--- config.mk ---
export PLATFORM = sky130hd
export DESIGN_NAME = multilevel_feedback_queue
export DESIGN_NICKNAME = d
export VERILOG_FILES = /design/src/rtl/mfq_pkg.sv /design/src/rtl/mfq_level_mem.sv /design/src/rtl/mfq_slot_mem.sv /design/src/rtl/multilevel_feedback_queue.sv
export SDC_FILE = /design/constraint.sdc
export NUM_CORES = 2
export LEC_CHECK = 0
export BUFFER_PORTS_ARGS = -buffer_cell sky130_fd_sc_hd__buf_2
export CORE_MARGIN = 1.5
export CORE_UTILIZATION = 45
export CTS_BUF_LIST = sky130_fd_sc_hd__clkbuf_4
export CTS_CLUSTER_SIZE = 10
export DETAILED_ROUTE_END_ITERATION = 16
export GPL_ROUTABILITY_DRIVEN = 0
export RECOVER_POWER = 100
export SLEW_MARGIN = 10
export SYNTH_ARGS = -nofsm -noshare
export SYNTH_HDL_FRONTEND = slang
export SYNTH_HIERARCHICAL = 1
export SYNTH_SLANG_ARGS = --single-unit
--- constraint.sdc ---
create_clock -name clk_i -period 6.9 [get_ports clk_i]
set_input_delay 0 -clock clk_i [delete_from_list [all_inputs] [get_ports clk_i]]
set_output_delay 0 -clock clk_i [all_outputs]
set_load 0.01 [all_outputs]
--- src/rtl/mfq_pkg.sv ---
// Shared types and constants of the four-level feedback scheduler.
package mfq_pkg;

  localparam int unsigned THREAD_W   = 6;
  localparam int unsigned LEVEL_W    = 2;
  localparam int unsigned SLICE_W    = 8;
  localparam int unsigned TOTAL_W    = 9;
  localparam int unsigned NUM_LEVELS = 4;
  localparam int unsigned CFG_IDX_W  = 2;
  localparam int unsigned LVL_ENTRIES = 2 ** THREAD_W;

  localparam logic [LEVEL_W-1:0] TOP_LEVEL  = 2'd0;
  localparam logic [LEVEL_W-1:0] LAST_LEVEL = 2'd3;

  localparam logic [SLICE_W-1:0] SLICE_RESET [NUM_LEVELS] = '{8'd1, 8'd2, 8'd4, 8'd8};

  typedef enum logic [1:0] {
    CMD_ARRIVAL  = 2'd0,
    CMD_PREEMPT  = 2'd1,
    CMD_IO_DONE  = 2'd2,
    CMD_DISPATCH = 2'd3
  } cmd_e;

  typedef enum logic {
    ST_IDLE = 1'b0,
    ST_EXEC = 1'b1
  } state_e;

  typedef struct packed {
    cmd_e                command;
    logic [THREAD_W-1:0] thread_id;
  } in_item_t;

  typedef struct packed {
    logic                dispatched_valid;
    logic [THREAD_W-1:0] dispatched_thread;
    logic [SLICE_W-1:0]  slice_length;
    logic [LEVEL_W-1:0]  selected_level;
    logic [TOTAL_W-1:0]  queued_total;
    logic                push_dropped;
  } out_item_t;

  typedef struct packed {
    logic                en;
    logic [THREAD_W-1:0] addr;
    logic [LEVEL_W-1:0]  data;
  } lvl_wr_t;

endpackage

--- src/rtl/mfq_level_mem.sv ---
// Level table: the current queue level of every thread, one synchronous read port.
module mfq_level_mem (
  input  logic                         clk_i,
  input  logic                         rd_en_i,
  input  logic [mfq_pkg::THREAD_W-1:0] rd_addr_i,
  output logic [mfq_pkg::LEVEL_W-1:0]  rd_data_o,
  input  mfq_pkg::lvl_wr_t             wr_i
);
  import mfq_pkg::*;

  logic [LEVEL_W-1:0] mem_q [LVL_ENTRIES];
  logic [LEVEL_W-1:0] rd_data_q;

  always_ff @(posedge clk_i) begin
    if (wr_i.en) begin
      mem_q[wr_i.addr] <= wr_i.data;
    end
    if (rd_en_i) begin
      rd_data_q <= mem_q[rd_addr_i];
    end
  end

  assign rd_data_o = rd_data_q;

endmodule

--- src/rtl/mfq_slot_mem.sv ---
// Queue slot storage: all four FIFOs side by side, one write and one synchronous read port.
module mfq_slot_mem #(
  parameter  int unsigned DEPTH = 256,
  localparam int unsigned AW    = $clog2(DEPTH)
) (
  input  logic                         clk_i,
  input  logic                         wr_en_i,
  input  logic [AW-1:0]                wr_addr_i,
  input  logic [mfq_pkg::THREAD_W-1:0] wr_data_i,
  input  logic                         rd_en_i,
  input  logic [AW-1:0]                rd_addr_i,
  output logic [mfq_pkg::THREAD_W-1:0] rd_data_o
);
  import mfq_pkg::*;

  logic [THREAD_W-1:0] mem_q [DEPTH];
  logic [THREAD_W-1:0] rd_data_q;

  always_ff @(posedge clk_i) begin
    if (wr_en_i) begin
      mem_q[wr_addr_i] <= wr_data_i;
    end
    if (rd_en_i) begin
      rd_data_q <= mem_q[rd_addr_i];
    end
  end

  assign rd_data_o = rd_data_q;

endmodule

--- src/rtl/multilevel_feedback_queue.sv ---
// An accepted command moves the state to execute; the result and its strobe are registered there.
// No new command is accepted while busy; the level table and slot memory reads at acceptance
// are followed by the write-back in the execute state.
// The next command is taken in the same cycle that the previous result is strobed.
// Reset clears queue heads, counts and the total, and loads slices 1, 2, 4 and 8;
// the level table and slot storage are not cleared, and no initialisation runs after reset.
module multilevel_feedback_queue #(
  parameter int unsigned MAX_THREADS = 64,
  parameter int unsigned QUEUE_DEPTH = 64
) (
  input  logic                          clk_i,
  input  logic                          rst_ni,
  input  logic                          start,
  output logic                          busy,
  input  mfq_pkg::in_item_t             item_i,
  output logic                          done_o,
  output mfq_pkg::out_item_t            result_o,
  input  logic                          cfg_we_i,
  input  logic [mfq_pkg::CFG_IDX_W-1:0] cfg_idx_i,
  input  logic [mfq_pkg::SLICE_W-1:0]   cfg_data_i
);
  import mfq_pkg::*;

  localparam int unsigned QW    = (QUEUE_DEPTH > 1) ? $clog2(QUEUE_DEPTH) : 1;
  localparam int unsigned CW    = $clog2(QUEUE_DEPTH + 1);
  localparam int unsigned SW    = CW + 1;
  localparam int unsigned SLOTS = NUM_LEVELS * QUEUE_DEPTH;
  localparam int unsigned FAW   = $clog2(SLOTS);

  state_e              state_q, state_d;
  logic [QW-1:0]       head_q  [NUM_LEVELS];
  logic [QW-1:0]       head_d  [NUM_LEVELS];
  logic [CW-1:0]       count_q [NUM_LEVELS];
  logic [CW-1:0]       count_d [NUM_LEVELS];
  logic [TOTAL_W-1:0]  total_q, total_d;
  logic [SLICE_W-1:0]  slice_q [NUM_LEVELS];
  logic                done_q, done_d;
  out_item_t           out_q, out_d;

  // Transaction held for the execute cycle.
  cmd_e                cmd_q;
  logic [THREAD_W-1:0] tid_q;
  logic [LEVEL_W-1:0]  lvl_q;
  logic                hit_q;

  logic                accept;
  logic [LEVEL_W-1:0]  pick_lvl;
  logic                pick_hit;
  logic [FAW-1:0]      rd_addr;
  logic [LEVEL_W-1:0]  cur_lvl;
  logic [THREAD_W-1:0] slot_rdata;
  logic [LEVEL_W-1:0]  target;
  logic [SW-1:0]       slot_sum;
  logic [QW-1:0]       slot;
  logic                slot_we;
  logic [FAW-1:0]      slot_waddr;
  lvl_wr_t             lvl_wr;

  assign accept = start && (state_q == ST_IDLE);
  assign busy   = (state_q == ST_EXEC);

  // Highest non-empty level; counts are stable from acceptance through execute.
  always_comb begin
    pick_lvl = TOP_LEVEL;
    pick_hit = 1'b0;
    for (int l = NUM_LEVELS - 1; l >= 0; l--) begin
      if (count_q[l] != '0) begin
        pick_lvl = LEVEL_W'(l);
        pick_hit = 1'b1;
      end
    end
  end

  assign rd_addr = FAW'(pick_lvl) * FAW'(QUEUE_DEPTH) + FAW'(head_q[pick_lvl]);

  mfq_level_mem u_level_mem (
    .clk_i     (clk_i),
    .rd_en_i   (accept),
    .rd_addr_i (item_i.thread_id),
    .rd_data_o (cur_lvl),
    .wr_i      (lvl_wr)
  );

  mfq_slot_mem #(
    .DEPTH (SLOTS)
  ) u_slot_mem (
    .clk_i     (clk_i),
    .wr_en_i   (slot_we),
    .wr_addr_i (slot_waddr),
    .wr_data_i (tid_q),
    .rd_en_i   (accept),
    .rd_addr_i (rd_addr),
    .rd_data_o (slot_rdata)
  );

  always_comb begin
    unique case (cmd_q)
      CMD_ARRIVAL: target = TOP_LEVEL;
      CMD_PREEMPT: target = (cur_lvl == LAST_LEVEL) ? LAST_LEVEL : cur_lvl + 1'b1;
      CMD_IO_DONE: target = cur_lvl;
      default:     target = cur_lvl;
    endcase
    slot_sum = SW'(head_q[target]) + SW'(count_q[target]);
    if (slot_sum >= SW'(QUEUE_DEPTH)) begin
      slot = QW'(slot_sum - SW'(QUEUE_DEPTH));
    end else begin
      slot = QW'(slot_sum);
    end
  end

  always_comb begin
    state_d    = state_q;
    head_d     = head_q;
    count_d    = count_q;
    total_d    = total_q;
    done_d     = 1'b0;
    out_d      = '0;
    slot_we    = 1'b0;
    slot_waddr = FAW'(target) * FAW'(QUEUE_DEPTH) + FAW'(slot);
    lvl_wr     = '0;
    unique case (state_q)
      ST_IDLE: begin
        if (start) begin
          state_d = ST_EXEC;
        end
      end
      ST_EXEC: begin
        state_d = ST_IDLE;
        done_d  = 1'b1;
        if (cmd_q == CMD_DISPATCH) begin
          if (hit_q) begin
            out_d.dispatched_valid  = 1'b1;
            out_d.dispatched_thread = slot_rdata;
            out_d.slice_length      = slice_q[lvl_q];
            out_d.selected_level    = lvl_q;
            head_d[lvl_q]  = (head_q[lvl_q] == QW'(QUEUE_DEPTH - 1)) ? '0
                                                                     : head_q[lvl_q] + 1'b1;
            count_d[lvl_q] = count_q[lvl_q] - 1'b1;
            total_d        = total_q - 1'b1;
          end
        end else if (32'(tid_q) >= MAX_THREADS) begin
          out_d.push_dropped = 1'b1;
        end else if (count_q[target] == CW'(QUEUE_DEPTH)) begin
          out_d.push_dropped = 1'b1;
        end else begin
          slot_we         = 1'b1;
          lvl_wr.en       = 1'b1;
          lvl_wr.addr     = tid_q;
          lvl_wr.data     = target;
          count_d[target] = count_q[target] + 1'b1;
          total_d         = total_q + 1'b1;
        end
        out_d.queued_total = total_d;
      end
      default: state_d = ST_IDLE;
    endcase
  end

  always_ff @(posedge clk_i or negedge rst_ni) begin
    if (!rst_ni) begin
      state_q <= ST_IDLE;
      done_q  <= 1'b0;
      total_q <= '0;
      for (int l = 0; l < NUM_LEVELS; l++) begin
        head_q[l]  <= '0;
        count_q[l] <= '0;
        slice_q[l] <= SLICE_RESET[l];
      end
    end else begin
      state_q <= state_d;
      done_q  <= done_d;
      total_q <= total_d;
      head_q  <= head_d;
      count_q <= count_d;
      if (cfg_we_i) begin
        slice_q[cfg_idx_i] <= cfg_data_i;
      end
    end
  end

  always_ff @(posedge clk_i) begin
    out_q <= out_d;
    if (accept) begin
      cmd_q <= item_i.command;
      tid_q <= item_i.thread_id;
      lvl_q <= pick_lvl;
      hit_q <= pick_hit;
    end
  end

  assign done_o   = done_q;
  assign result_o = out_q;

endmodule

; Word-level counts from Yosys, hierarchy flattened
; Memory sizes are Yosys's and may differ from the RTL's. A register that Yosys moved wholly into a read port is not among the register bits.
; Cells that the tools add are included.
; Widths: inputs -> output; s select.
[op_classes]
addsub = 10
magnitude_cmp = 8
n_eq_ne = 7
mux = 60
bitwise_logic = 5
reduce_logical = 14
[ops]
columns = cell, n
row1 = $mux 28, 3
row2 = $bwmux 28, 2
row3 = $mux 6, 9
row4 = $mux 9, 6
row5 = $mux 7, 6
row6 = $bmux 6 s2, 3
row7 = $bwmux 32, 1
row8 = $bmux 7 s2, 2
row9 = $demux 7 s2, 2
row10 = $reduce_bool 7->1, 4
row11 = $bwmux 24, 1
row12 = $mux 8, 3
row13 = $mux 17, 1
row14 = $add 8x6->8, 2
row15 = $bmux 8 s2, 1
row16 = $demux 8 s2, 1
row17 = $demux 6 s2, 1
row18 = $ge 3x3->1 const B, 4
row19 = $not 2->3, 4
row20 = $mux 1, 11
row21 = $mux 2, 5
row22 = $add 9x1->9 const B, 1
row23 = $lt 3x1->1 const B, 3
row24 = $sub 9x1->9 const B, 1
row25 = 21 further kinds, 27
[totals]
reg_bits = 133
ramBits = 1664
inputBits = 22
output_inout_bits = 29
wordCells = 131
memories = 2
[memory_table]
columns = memory, depth, word_bits, rd, rd_clocked_by_memory_dff, write_ports, line_no
row1 = u_slot_mem.mem_q, 256, 6, 1, 1, 1, mfq_slot_mem.sv:16  ; logic [THREAD_W-1:0] mem_q [DEPTH];
row2 = u_level_mem.mem_q, 64, 2, 1, 1, 1, mfq_level_mem.sv:11  ; logic [LEVEL_W-1:0] mem_q [LVL_ENTRIES];

; Depth between registers and ports, before layout
[depth]
ltp_word = 13
mapped_depth = 20
depth_no_buf = 14

; Hierarchy
; The synthesis kept the hierarchy.
[by_module_without_submodules]
columns = mod, instances, cells_per_inst, area_per_inst_um2, seq_area_each_um2
row1 = mfq_slot_mem, 1, 2964, 60133.9, 46304.4
row2 = multilevel_feedback_queue, 1, 714, 7561.0, 3253.1
row3 = mfq_level_mem, 1, 324, 5417.7, 3903.7

; Worst setup path after synthesis
; Ideal clock, no wire load.
[synth_timing]
path_kind = reg2reg
start = reg cmd_q[1]
end = mem u_level_mem.mem_q[0][0], data pin
setup_ns = 0.864
arrival_time_ns = 5.840
required_time_ns = 6.036
slack_ns = 0.196
stages_incl_launch_ff = 14
n_path_buf = 4
synth_period_minus_slack_ns = 6.704
path_cell_list = edfxtp_1 -> buf_4 -> buf_6 -> buf_2 -> o21ai_0 -> nand3_1 -> a21oi_1 -> nand2b_1 -> inv_1 -> ha_1 -> and2_0 -> and2_1 -> buf_4 -> nor4_1
[synth_rtl]
columns = item, line_no
row1 = start: declaration, multilevel_feedback_queue.sv:41  ; cmd_e cmd_q;
row2 = start signal: assignment, multilevel_feedback_queue.sv:184  ; cmd_q <= item_i.command;
row3 = end: declaration, mfq_level_mem.sv:11

; Worst setup path after layout
[layout_timing]
start = reg cmd_q[1]
end = mem u_slot_mem.mem_q[71][0] (enable)
[layout_between]
elab_chain_cells = 12
word_cells_on_any_way = 22
classes_between = 3 x add/sub / 1 x order compare / 3 x eq/ne / 13 x mux / 1 x bitwise / 1 x reduce/logical
[layout_lines]
columns = item, line_no
row1 = branches (longest 12 deep; another with $add 6x7->8), -
row2 = end: declaration, mfq_slot_mem.sv:16
; Parallel ways; which one is timed is not known. The select of a mux whose other input is x is not followed.

==> metrics.txt <==
clock slew at reported path FFs 80 ps; Ys Warns 6; Clock H-tree levels 5; fmax 152.7 MHz; DRT Wirelength 190,700 µm; Netlist cell types 87; Final WS setup 352.9 ps; top post-synthesis cells by count edfxtp_1 (1,683), nor2_1 (397), mux4_2 (380); FILL cells 13,320; max-cap violation count 24; worst hold path depth 4; placed cells 6,141; CP required 7770 ps; Clk Tree Root Cell clkbuf_4; IO Count 51; Syn Inst Count 4,002; # setup viols final 0; peak supply drop 0.3267 mV; final hold vios 0; Setup WS pre-CTS 705.3 ps; final worst-path cycle share 0.9489; GRT Residual Overflow 0; CTS tree built; first-pass GRT wire length 280,100 µm; P&R area growth vs syn 12.42%; WS Path Type flip-flop to flip-flop; CTS sink cnt 1,805; Die W 406.1 µm; Hold Path Class primary input to flip-flop; initial antenna violation count 14; layout cells sized above 1 0.2694; vias post-DR 41,130; most common cell in the netlist edfxtp_1; syn nets 4,034; Avg WL per Cell 27.31 µm; Tmin final 6547 ps; nature of the critical path startpoint flip-flop; Avg Vias per Cell 5.890; Setup TNS Final 0 ps; largest family of logic cells by synthesized area multiplexers; Max Clock Skew 124.4 ps; First-pass DRT Iterations 6; Global Route Usage Sum 0.2335; Synth Flop Type edfxtp_1; area of the mapped netlist 73,110 µm²; post-synthesis mux area share 0.1460; Nets 4,541; simple-gate share of the synthesized area 0.05406; met2 routed WL 90,010 µm; Fin Hold WS 154.5 ps; Power per Cell Area 376.6 nW/µm²; Post-synth EDFFs 1,683; path depth of the worst reg2reg path 10; Setup Fix Bufs, Post-CTS 0; FFs w/ async S/R, synth 0.05263; vias in the first global route 41,690; post-route cell area 82,200 µm²; largest area contributor in the netlist edfxtp_1; WL met1 79,050 µm; Slew Limit Fails 1,791; CP Capture Type flip-flop; Die Height 406.1 µm; status finished with violations; total core area 160,900 µm²; worst-margin pin slew 3878 ps; clk buf depth 4; adder-cell area share of the yosys netlist 0.001814; Cell Rows 147; initial drt markers 4,526; Met3 Wirelength 16,680 µm; crit path DAT 7410 ps; Max transition margin -1.585; post-synthesis xor/xnor area fraction 0.002995; failing checks max-capacitance violations, max-slew violations; Starting Density 0.4543; clock latency on the worst-skew pair 1360 ps; CP Max Fanout 17; LEAKAGE 26.47 nW; Synth top area share 0.6912; compound-cell area share of the yosys netlist 0.04600; die area 164,900 µm²; main area contributors after synthesis edfxtp_1 (69%), mux4_2 (12%), dfrtp_1 (3.1%); IO buf count 50; Avg Cell Area, Syn 18.27 µm²; # DRC 0; Seq/Total Area, Yosys 0.7312; Post-Layout Cell Count 6,983; unrepaired setup endpoints after global routing false; max layer used met5; pin count of the biggest net entering global routing 189; total CTS buffers 460; Synth Register Bits 1,805; post-route ant nets 0; post-DP HPWL 117,200 µm; dpl cell area 76,460 µm²
==> flip-flops by register name, summed over array words and instances, names as in the netlist <==
signal,cells
head_q,24
slice_q,32
u_slot_mem/mem_q,1536
cmd_q,2
hit_q,1
total_q,9
count_q,28
tid_q,6
u_slot_mem/rd_data_o,6
done_o,1
u_level_mem/rd_data_o,2
result_o,27
u_level_mem/mem_q,128
busy,1
lvl_q,2
==> where the power goes <==
group | internal (W) | total, W | switching [W]
sequential | 0.0123 | 0.0126 | 0.000279
clock | 0.00445 | 0.00864 | 0.00419
combinational | 0.00402 | 0.00971 | 0.00570
total | 0.0208 | 0.0310 | 0.0102
==> final cells by class <==
class | count | area (µm²) | area share
tap | 2160 | 2703 | 0.03288
clock buffer | 652 | 4895 | 0.05955
inverter | 31 | 116.4 | 0.001416
sequential | 1805 | 53460 | 0.6504
multi-input combinational | 1932 | 18420 | 0.2241
clock inverter | 120 | 583.1 | 0.007093
antenna | 4 | 10.01 | 0.0001218
timing repair buffer | 279 | 2012 | 0.02448
==> what timing repair did <==
| action | in CTS | in global routing |
|---|---|---|
| resized for setup | 0 | 0 |
| hold endpoints to repair | 157 | 0 |
| hold buffers | 66 | 0 |
==> cell usage in the layout, fill, tap and decap left out, types with 13 or more instances in the layout <==
cell	synthesis	final
o211ai_1	13	13
nor2_1	397	396
nand4_1	14	14
o21ai_0	53	57
clkbuf_1	127	86
nand2_1	135	136
and3_1	18	18
mux4_2	380	380
buf_12	0	13
o221ai_1	31	31
nor2b_1	33	30
nor3_1	39	39
clkbuf_4	0	653
nor4_1	20	21
a22o_1	22	22
a22oi_1	86	86
o22ai_1	43	43
inv_1	29	28
edfxtp_1	1683	1683
a211oi_1	24	24
clkinv_1	2	98
xnor2_1	19	19
clkbuf_2	0	21
a21oi_1	74	66
dfrtp_1	91	91
dlygate4sd3_1	0	65
buf_4	33	80
nand3_1	69	69
and2_1	45	25
nand3b_1	18	18
buf_2	47	13
a221oi_1	19	19
dfxtp_1	27	27
clkinv_2	0	15
mux2_2	78	78
mux2i_1	122	122
and2_0	2	21
==> routing by layer <==
layer / track usage / vias to the layer above
li1: - / 17550
met2: 0.3598 / 1902
met5: 0 / -
met3: 0.04999 / 298
met4: 0.07786 / 2
met1: 0.3316 / 21380
==> worst paths after layout <==
kind / startpoint / end / slack, ps
max in group asynchronous: rst_ni / head_q[18]$_DFFE_PN0P_ / 1680
max: cmd_q[1]$_DFFE_PP_ / u_slot_mem/mem_q[71][0]$_DFFE_PP_ / 350
min reg2reg: slice_q[4]$_DFFE_PN0P_ / slice_q[4]$_DFFE_PN0P_ / 500
max reg2reg: cmd_q[1]$_DFFE_PP_ / u_slot_mem/mem_q[71][0]$_DFFE_PP_ / 350
min: cfg_data_i[3] / slice_q[19]$_DFFE_PN0P_ / 150
min in group asynchronous: rst_ni / busy$_DFF_PN0_ / 1050
==> metrics by stage <==
step | power [W] | util
after floorplan | 0.01929 | -
final | 0.03095 | 0.5107
after CTS | 0.03125 | 0.5133
after global placement | 0.02248 | 0.4751
after detailed placement | 0.02249 | 0.4751
after global routing | 0.03229 | 0.5107
==> logic make-up (layout without fill, tap and decap cells) <==
group / after synthesis / in the layout
AOI/OAI and AO/OA: 469 / 469
xor gates and xnor gates: 25 / 25
adders and majority gates: 10 / 10
buffers and inverters: 265 / 1082
DFF: 1805 / 1805
muxes: 581 / 581
other: 0 / 4
and+or+nand+nor: 847 / 847
==> worst max-delay path, stage by stage, from the launching register on <==
cell and delay, ps:
edfxtp_1 560, clkbuf_1 670, or3b_1 320, a211oi_1 100, or4_1 720, nor4_1 930
and2_0 590, nor3_2 310, nand4_1 240, clkbuf_1 1170, nor2_1 460
(Power assumes the default switching activity.)
